`src/design/mexp_pkg.sv`:
```
// Shared constants and types for the modular exponentiation block.
// No dependencies; used by the top level and the multiply/reduce unit.
`timescale 1ns / 1ps
`default_nettype none

package mexp_pkg;

   localparam int unsigned MODULUS_BITS     = 32;
   localparam int unsigned DATA_WIDTH       = 32;
   localparam int unsigned PRODUCT_WIDTH    = DATA_WIDTH + MODULUS_BITS;
   localparam int unsigned LOW_ALIGN        = DATA_WIDTH - MODULUS_BITS;
   localparam int unsigned STEP_COUNT_WIDTH = $clog2(DATA_WIDTH + 1);

   typedef logic [MODULUS_BITS-1:0] residue_type;
   typedef logic [DATA_WIDTH-1:0]   data_type;

   // Command from the sequencer to the multiply/reduce unit.
   typedef struct packed {
      logic start;
      logic reduce_only;
   } unit_cmd_type;

   // Status back from the unit.
   typedef struct packed {
      logic done;
   } unit_status_type;

endpackage

`default_nettype wire

```
`src/design/modular_exponentiation.sv`:
```
// Modular exponentiation: rsp_power_mod = req_base ** req_exponent mod n, n set through
// the csr port (reset value 2; a modulus of 0 or 1 gives 0). One transaction is in work
// at a time and req_stall stays high until its result has moved to the output register.
// All arithmetic runs on one shared multiply/reduce unit: the base reduction takes 32
// remainder steps and every square or multiply takes one multiply step, 32 remainder
// steps and one handoff. Squaring stops after the highest set exponent bit, so the time
// for an item grows with the number of squares and set bits.
// Write the modulus only while no transaction is in work.
// Depends on mexp_pkg and mexp_mulmod.
`timescale 1ns / 1ps
`default_nettype none

module modular_exponentiation (
   input  wire logic                         clock,
   input  wire logic                         reset,
   input  wire logic                         csr_valid,
   output logic                              csr_ready,
   input  wire logic [31:0]                  csr_modulus,
   input  wire logic                         req_valid,
   output logic                              req_stall,
   input  wire logic [31:0]                  req_base,
   input  wire logic [31:0]                  req_exponent,
   output logic                              rsp_valid,
   input  wire logic                         rsp_stall,
   output logic [31:0]                       rsp_power_mod
);

   typedef enum logic [4:0] {
      S_IDLE   = 5'b00001,
      S_BASE   = 5'b00010,
      S_MULT   = 5'b00100,
      S_SQUARE = 5'b01000,
      S_FINISH = 5'b10000
   } seq_state_type;

   seq_state_type              state_ff, state_in;
   mexp_pkg::residue_type      modulus_ff;
   mexp_pkg::residue_type      acc_ff, acc_in;
   mexp_pkg::residue_type      sq_ff, sq_in;
   mexp_pkg::data_type         exp_ff, exp_in;
   mexp_pkg::data_type         exp_shift;
   logic                       rsp_valid_ff;
   logic [31:0]                rsp_power_mod_ff;
   logic                       rsp_load;
   logic                       out_free;

   mexp_pkg::unit_cmd_type     unit_cmd;
   mexp_pkg::unit_status_type  unit_status;
   mexp_pkg::data_type         unit_a;
   mexp_pkg::residue_type      unit_b;
   mexp_pkg::residue_type      unit_result;

   mexp_mulmod u_mulmod (
      .clock     (clock),
      .reset     (reset),
      .cmd       (unit_cmd),
      .operand_a (unit_a),
      .operand_b (unit_b),
      .modulus   (modulus_ff),
      .status    (unit_status),
      .result    (unit_result)
   );

   assign csr_ready = 1'b1;
   assign req_stall = (state_ff != S_IDLE);
   assign exp_shift = exp_ff >> 1;
   assign out_free  = !rsp_valid_ff || !rsp_stall;

   always_comb begin
      state_in = state_ff;
      acc_in   = acc_ff;
      sq_in    = sq_ff;
      exp_in   = exp_ff;
      unit_cmd = '0;
      unit_a   = mexp_pkg::DATA_WIDTH'(sq_ff);
      unit_b   = sq_ff;
      rsp_load = 1'b0;
      case (state_ff)
         S_IDLE: begin
            if (req_valid) begin
               exp_in = req_exponent;
               if (modulus_ff < mexp_pkg::MODULUS_BITS'(2)) begin
                  acc_in   = '0;
                  state_in = S_FINISH;
               end else begin
                  unit_cmd.start       = 1'b1;
                  unit_cmd.reduce_only = 1'b1;
                  unit_a               = req_base;
                  state_in             = S_BASE;
               end
            end
         end
         S_BASE: begin
            if (unit_status.done) begin
               sq_in  = unit_result;
               acc_in = mexp_pkg::MODULUS_BITS'(1);
               if (exp_ff == '0) begin
                  state_in = S_FINISH;
               end else if (exp_ff[0]) begin
                  unit_cmd.start = 1'b1;
                  unit_a         = mexp_pkg::DATA_WIDTH'(1);
                  unit_b         = unit_result;
                  state_in       = S_MULT;
               end else begin
                  unit_cmd.start = 1'b1;
                  unit_a         = mexp_pkg::DATA_WIDTH'(unit_result);
                  unit_b         = unit_result;
                  state_in       = S_SQUARE;
               end
            end
         end
         S_MULT: begin
            if (unit_status.done) begin
               acc_in = unit_result;
               // no set bits left: the remaining squares would go unused
               if (exp_shift == '0) begin
                  state_in = S_FINISH;
               end else begin
                  unit_cmd.start = 1'b1;
                  state_in       = S_SQUARE;
               end
            end
         end
         S_SQUARE: begin
            if (unit_status.done) begin
               sq_in          = unit_result;
               exp_in         = exp_shift;
               unit_cmd.start = 1'b1;
               if (exp_shift[0]) begin
                  unit_a   = mexp_pkg::DATA_WIDTH'(acc_ff);
                  unit_b   = unit_result;
                  state_in = S_MULT;
               end else begin
                  unit_a   = mexp_pkg::DATA_WIDTH'(unit_result);
                  unit_b   = unit_result;
                  state_in = S_SQUARE;
               end
            end
         end
         S_FINISH: begin
            if (out_free) begin
               rsp_load = 1'b1;
               state_in = S_IDLE;
            end
         end
         default: begin
            state_in = S_IDLE;
         end
      endcase
   end

   always_ff @(posedge clock) begin
      if (reset) begin
         state_ff     <= S_IDLE;
         modulus_ff   <= mexp_pkg::MODULUS_BITS'(2);
         rsp_valid_ff <= 1'b0;
      end else begin
         state_ff <= state_in;
         if (csr_valid && csr_ready) begin
            modulus_ff <= csr_modulus[mexp_pkg::MODULUS_BITS-1:0];
         end
         if (rsp_load) begin
            rsp_valid_ff <= 1'b1;
         end else if (!rsp_stall) begin
            rsp_valid_ff <= 1'b0;
         end
      end
   end

   always_ff @(posedge clock) begin
      acc_ff <= acc_in;
      sq_ff  <= sq_in;
      exp_ff <= exp_in;
      if (rsp_load) begin
         rsp_power_mod_ff <= 32'(acc_ff);
      end
   end

   assign rsp_valid     = rsp_valid_ff;
   assign rsp_power_mod = rsp_power_mod_ff;

endmodule

`default_nettype wire

```
`src/design/mexp_mulmod.sv`:
```
// Shared multiply and reduce unit: a * b mod n, or a mod n alone.
// A registered multiply (skipped for a mod n alone), then one restoring remainder step per cycle.
// Depends on mexp_pkg.
`timescale 1ns / 1ps
`default_nettype none

module mexp_mulmod (
   input  wire logic                    clock,
   input  wire logic                    reset,
   input  wire mexp_pkg::unit_cmd_type  cmd,
   input  wire mexp_pkg::data_type      operand_a,
   input  wire mexp_pkg::residue_type   operand_b,
   input  wire mexp_pkg::residue_type   modulus,
   output mexp_pkg::unit_status_type    status,
   output mexp_pkg::residue_type        result
);

   typedef enum logic [2:0] {
      U_IDLE = 3'b001,
      U_MUL  = 3'b010,
      U_RED  = 3'b100
   } unit_state_type;

   unit_state_type                              state_ff, state_in;
   logic [mexp_pkg::PRODUCT_WIDTH-1:0]          prod_ff, prod_in;
   mexp_pkg::residue_type                       rem_ff, rem_in;
   mexp_pkg::data_type                          low_ff, low_in;
   logic [mexp_pkg::STEP_COUNT_WIDTH-1:0]       count_ff, count_in;
   logic                                        done_ff, done_in;

   // One remainder step: shift in the next bit, subtract n if it fits.
   logic [mexp_pkg::MODULUS_BITS:0]             trial;
   logic [mexp_pkg::MODULUS_BITS:0]             trial_sub;

   assign trial     = {rem_ff, low_ff[mexp_pkg::DATA_WIDTH-1]};
   assign trial_sub = trial - {1'b0, modulus};

   always_comb begin
      state_in = state_ff;
      prod_in  = prod_ff;
      rem_in   = rem_ff;
      low_in   = low_ff;
      count_in = count_ff;
      done_in  = 1'b0;
      case (state_ff)
         U_IDLE: begin
            if (cmd.start) begin
               if (cmd.reduce_only) begin
                  rem_in   = '0;
                  low_in   = operand_a;
                  count_in = mexp_pkg::STEP_COUNT_WIDTH'(mexp_pkg::DATA_WIDTH);
                  state_in = U_RED;
               end else begin
                  prod_in  = mexp_pkg::PRODUCT_WIDTH'(operand_a)
                           * mexp_pkg::PRODUCT_WIDTH'(operand_b);
                  state_in = U_MUL;
               end
            end
         end
         U_MUL: begin
            // Both factors are below n, so the high half is already below n.
            rem_in   = prod_ff[mexp_pkg::MODULUS_BITS +: mexp_pkg::MODULUS_BITS];
            low_in   = mexp_pkg::DATA_WIDTH'(prod_ff[mexp_pkg::MODULUS_BITS-1:0])
                       << mexp_pkg::LOW_ALIGN;
            count_in = mexp_pkg::STEP_COUNT_WIDTH'(mexp_pkg::MODULUS_BITS);
            state_in = U_RED;
         end
         U_RED: begin
            if (trial >= {1'b0, modulus}) begin
               rem_in = trial_sub[mexp_pkg::MODULUS_BITS-1:0];
            end else begin
               rem_in = trial[mexp_pkg::MODULUS_BITS-1:0];
            end
            low_in   = low_ff << 1;
            count_in = count_ff - mexp_pkg::STEP_COUNT_WIDTH'(1);
            if (count_ff == mexp_pkg::STEP_COUNT_WIDTH'(1)) begin
               done_in  = 1'b1;
               state_in = U_IDLE;
            end
         end
         default: begin
            state_in = U_IDLE;
         end
      endcase
   end

   always_ff @(posedge clock) begin
      if (reset) begin
         state_ff <= U_IDLE;
         done_ff  <= 1'b0;
      end else begin
         state_ff <= state_in;
         done_ff  <= done_in;
      end
   end

   always_ff @(posedge clock) begin
      prod_ff  <= prod_in;
      rem_ff   <= rem_in;
      low_ff   <= low_in;
      count_ff <= count_in;
   end

   assign status.done = done_ff;
   assign result      = rem_ff;

endmodule

`default_nettype wire

```
`config.mk`:
```
export PLATFORM = sky130hd
export DESIGN_NAME = modular_exponentiation
export DESIGN_NICKNAME = d
export VERILOG_FILES = /design/src/design/mexp_pkg.sv /design/src/design/modular_exponentiation.sv /design/src/design/mexp_mulmod.sv
export SDC_FILE = /design/constraint.sdc
export NUM_CORES = 2
export LEC_CHECK = 0
export BUFFER_PORTS_ARGS = -buffer_cell sky130_fd_sc_hd__buf_2
export CAP_MARGIN = 20
export CORE_MARGIN = 3
export CORE_UTILIZATION = 27
export DETAILED_ROUTE_END_ITERATION = 16
export REMOVE_ABC_BUFFERS = 1
export SLEW_MARGIN = 30
export SYNTH_ARGS = -nofsm -noshare
export SYNTH_HDL_FRONTEND = slang
export SYNTH_SLANG_ARGS = --single-unit
```
`constraint.sdc`:
```
create_clock -name clock -period 10.9 [get_ports clock]
set_input_delay 1.09 -clock clock [delete_from_list [all_inputs] [get_ports clock]]
set_output_delay 1.09 -clock clock [all_outputs]
set_load 0.005 [all_outputs]
```
==> results.yml <==
clock_tree:
  cts_made_buffers: 35
  clock-sinks: 304
  clock-root-buffer: "clkbuf_16"
  cts_buffer_depth: 3
  postCtsSetupBuffers: 0
  clk_latency_ps: 560
  tritoncts: "yes"
  htreeDepth: 2
  clkTransAtPathRegs_ps: 70
drt:
  drc: 0
  via_per_inst: 4.997
  drt-total-wl_um: 175100
  routed-via-count: 38574
  first_pass_iters: 6
  drtIter0Drc: 3550
  wl_per_cell_um: 22.69
  final_antenna_net_count: 0
critical_path:
  critPathLaunchType: "flip-flop"
  r2r_setup_slack_ps: 250
  cpPeakStageDelay_ps: 550
  cp_common_cell: "fa_1"
  worst_setup_path_end_kind: "flip-flop"
  critPathMaxFanout: 33
  crit_type: "flip-flop to flip-flop"
  worstReg2RegEnd: "u_mulmod.prod_ff[57]"
  worst_ep_required_time_ps: 11170
  reg2reg_from: "modulus_ff[27]"
  r2r_cells: 35
  cp_slowest_cell: "nor4_1"
  arrival_ps: 10930
yosys:
  synth-compound-area-share: 0.08570
  synth_cell_types: 78
  async_reset_ff_frac: 0
  ys.warnings.count: 0
  synth_area_sq_um: 48410
  synth_edf_count: 262
  ys.flop_type: "edfxtp_1"
  postSynthAreaPerCell_sq_um: 9.266
  synth_seq_cells: 304
  yosysSeqAreaShare: 0.1799
  synthSimpleGateAreaFrac: 0.1318
  synth_xor_area_frac: 0.01701
  muxShareOfSynthArea: 0.03768
  postSynthCellCount: 5225
  synth_top_family_by_area: "adder cells"
  synthAdderAreaFrac: 0.4477
finish:
  nets: 6643
  final_cell_mix: "inv_1 (1,003), fa_1 (897), nand2_1 (691)"
  final_cells: 7719
  stdcell_area_sq_um: 54660
  final_common_cell: "inv_1"
  drive_above_1_share: 0.1040
  fin_util: 0.3083
  syn_to_final_growth_pct: 12.89
timing:
  final_hold_viol_count: 0
  final-max-slew-violation-count: 0
  grt_setup_unrepaired: "false"
  holdWs_ps: 455.9
  worstMarginPinSlew_ps: 928.3
  period_share: 0.9773
  max_freq_mhz: 93.88
  setup_viol: 0
  relSlewSlack: 0.3811
  skew_ps: 18.90
  fin_crit_ps: 10650
grt:
  use_met3: 0.03914
  grt_pass1_vias: 40262
  grt-ovfl-total: 0
  busiest_layer: "met2"
  grt_pass1_wl_um: 262200
  grt_start_max_net_pins: 71
  grtUsageTotal: 0.1888
  met1_usage: 0.2469
  use_met2: 0.3078
  antenna_found_initial: 14
hold_path:
  hold_path.class: "flip-flop to flip-flop"
  hold_depth: 0
  min_to: "rsp_power_mod[0]"
  hp-start: "acc_ff[0]"
placement:
  dpl.cell_count: 7650
  io_buffers: 134
  place_area_sq_um: 53380
  hpwlAfterDp_um: 140700
  place_congestion: 0.9769
floorplan:
  die_area_sq_um: 184400
  io_pins: 136
  die_w_um: 429.5
  core_area_sq_um: 177300
  initial_core_util: 0.2731
  die_h_um: 429.5
  num_rows: 154
status:
  status: "completed"
flow_run:
  maxCapViolCount: 0
Yosys cell counts, types with 4 or more instances:
master | n | area, sq um
clkbuf_1 | 232 | 870.8
nand3_1 | 23 | 115.1
a221oi_2 | 8 | 120.1
o22a_1 | 30 | 262.8
or3_1 | 6 | 37.54
a41oi_1 | 4 | 35.03
ha_1 | 297 | 3716
inv_1 | 1003 | 3765
nor3b_1 | 4 | 30.03
xnor2_1 | 58 | 508.0
a31oi_1 | 9 | 56.30
a221oi_1 | 24 | 210.2
o21ai_1 | 42 | 210.2
nand3b_1 | 6 | 45.04
a221o_1 | 25 | 250.2
nand2_1 | 693 | 2601
o211ai_1 | 11 | 82.58
edfxtp_1 | 262 | 7868
and2_1 | 50 | 312.8
and3_1 | 8 | 50.05
o31ai_1 | 11 | 82.58
o21bai_1 | 10 | 75.07
and4_1 | 5 | 43.79
dfxtp_1 | 42 | 840.8
a211oi_1 | 10 | 75.07
xor2_1 | 36 | 315.3
a22oi_1 | 37 | 277.8
mux2_2 | 65 | 732.0
fa_1 | 897 | 17960
nor2_1 | 658 | 2470
buf_2 | 30 | 150.1
buf_1 | 16 | 60.06
a21o_1 | 38 | 285.3
nor2b_1 | 13 | 81.33
mux2i_1 | 105 | 1051
nor4_1 | 21 | 131.4
a21oi_1 | 159 | 795.8
o21a_1 | 64 | 480.5
o21ai_0 | 95 | 475.5
nand2b_1 | 14 | 87.58
nor3_1 | 19 | 95.09
nand4_1 | 29 | 181.4
area by class of cell:
cell class,count,area (sq um)
inverters,1003,3765
flip-flops and latches,304,8712
clock buffers,44,962.2
fillers,18455,122600
clock inverters,20,267.8
multi-input cells,3639,35170
well taps,2340,2928
repair buffers,365,2843
diodes,4,10.01
how the worst max path moves through the flow:
stage / start / end / slack [ps] / depth (start not counted)
floorplan: state_ff[1] / u_mulmod.prod_ff[63] / -1990 / 30
global placement: modulus_ff[27] / u_mulmod.prod_ff[61] / 120 / 36
detailed placement: modulus_ff[27] / u_mulmod.prod_ff[61] / 190 / 35
CTS: modulus_ff[27] / u_mulmod.prod_ff[61] / 100 / 36
global route: modulus_ff[27] / u_mulmod.prod_ff[61] / 3 / 35
finish: modulus_ff[27] / u_mulmod.prod_ff[57] / 250 / 35
kinds of logic (layout without fill, tap and decap cells):
group	count (synthesis)	count (layout)
flip-flops	304	304
multiplexers	173	173
AND/OR/NAND/NOR	1562	1562
adder cells (fa/ha/maj)	1194	1194
XOR/XNOR	94	94
AO/OA/AOI/OAI	615	615
buffers and inverters	1282	1432
other	1	5
metrics by stage:
stage          setup WS, ps  TNS (ps)
6_report              247.9         0
5_1_grt               2.977         0
4_1_cts               103.9         0
3_5_place_dp          189.1         0
3_3_place_gp          115.7         0
2_1_floorplan         -1991    -72800
registers in the layout, summed over array words and instances (netlist names):
signal             count
u_mulmod.status        1
rsp_power_mod         32
u_mulmod.state_ff      3
u_mulmod.result       32
state_ff               5
modulus_ff            32
sq_ff                 32
acc_ff                32
u_mulmod.count_ff      6
rsp_valid              1
u_mulmod.prod_ff      64
u_mulmod.low_ff       32
exp_ff                32
timing repair:
action | in CTS | in global routing
endpoints found under the setup margin | 0 | 7
gates resized for setup | 0 | 4
hold buffers | 0 | 0
layer usage:
| layer | up-vias | part of all wire |
|---|---|---|
| met5 | - | 0.00014 |
| li1 | 16579 | - |
| met2 | 1678 | 0.46 |
| met1 | 20000 | 0.40 |
| met4 | 4 | 0.045 |
| met3 | 313 | 0.090 |
critical path, delay by kind of cell, from the launching register on:
kind                       cells  cell delay [ps]
adders and majority gates      9             4360
buffers and inverters          9             1340
DFF                            1              340
and+or+nand+nor               14             3380
xor gates and xnor gates       1              160
AOI/OAI and AO/OA              2              750
Power is not shown: default switching activity piles up to over one toggle a cycle in this logic, so the estimate is an artifact.
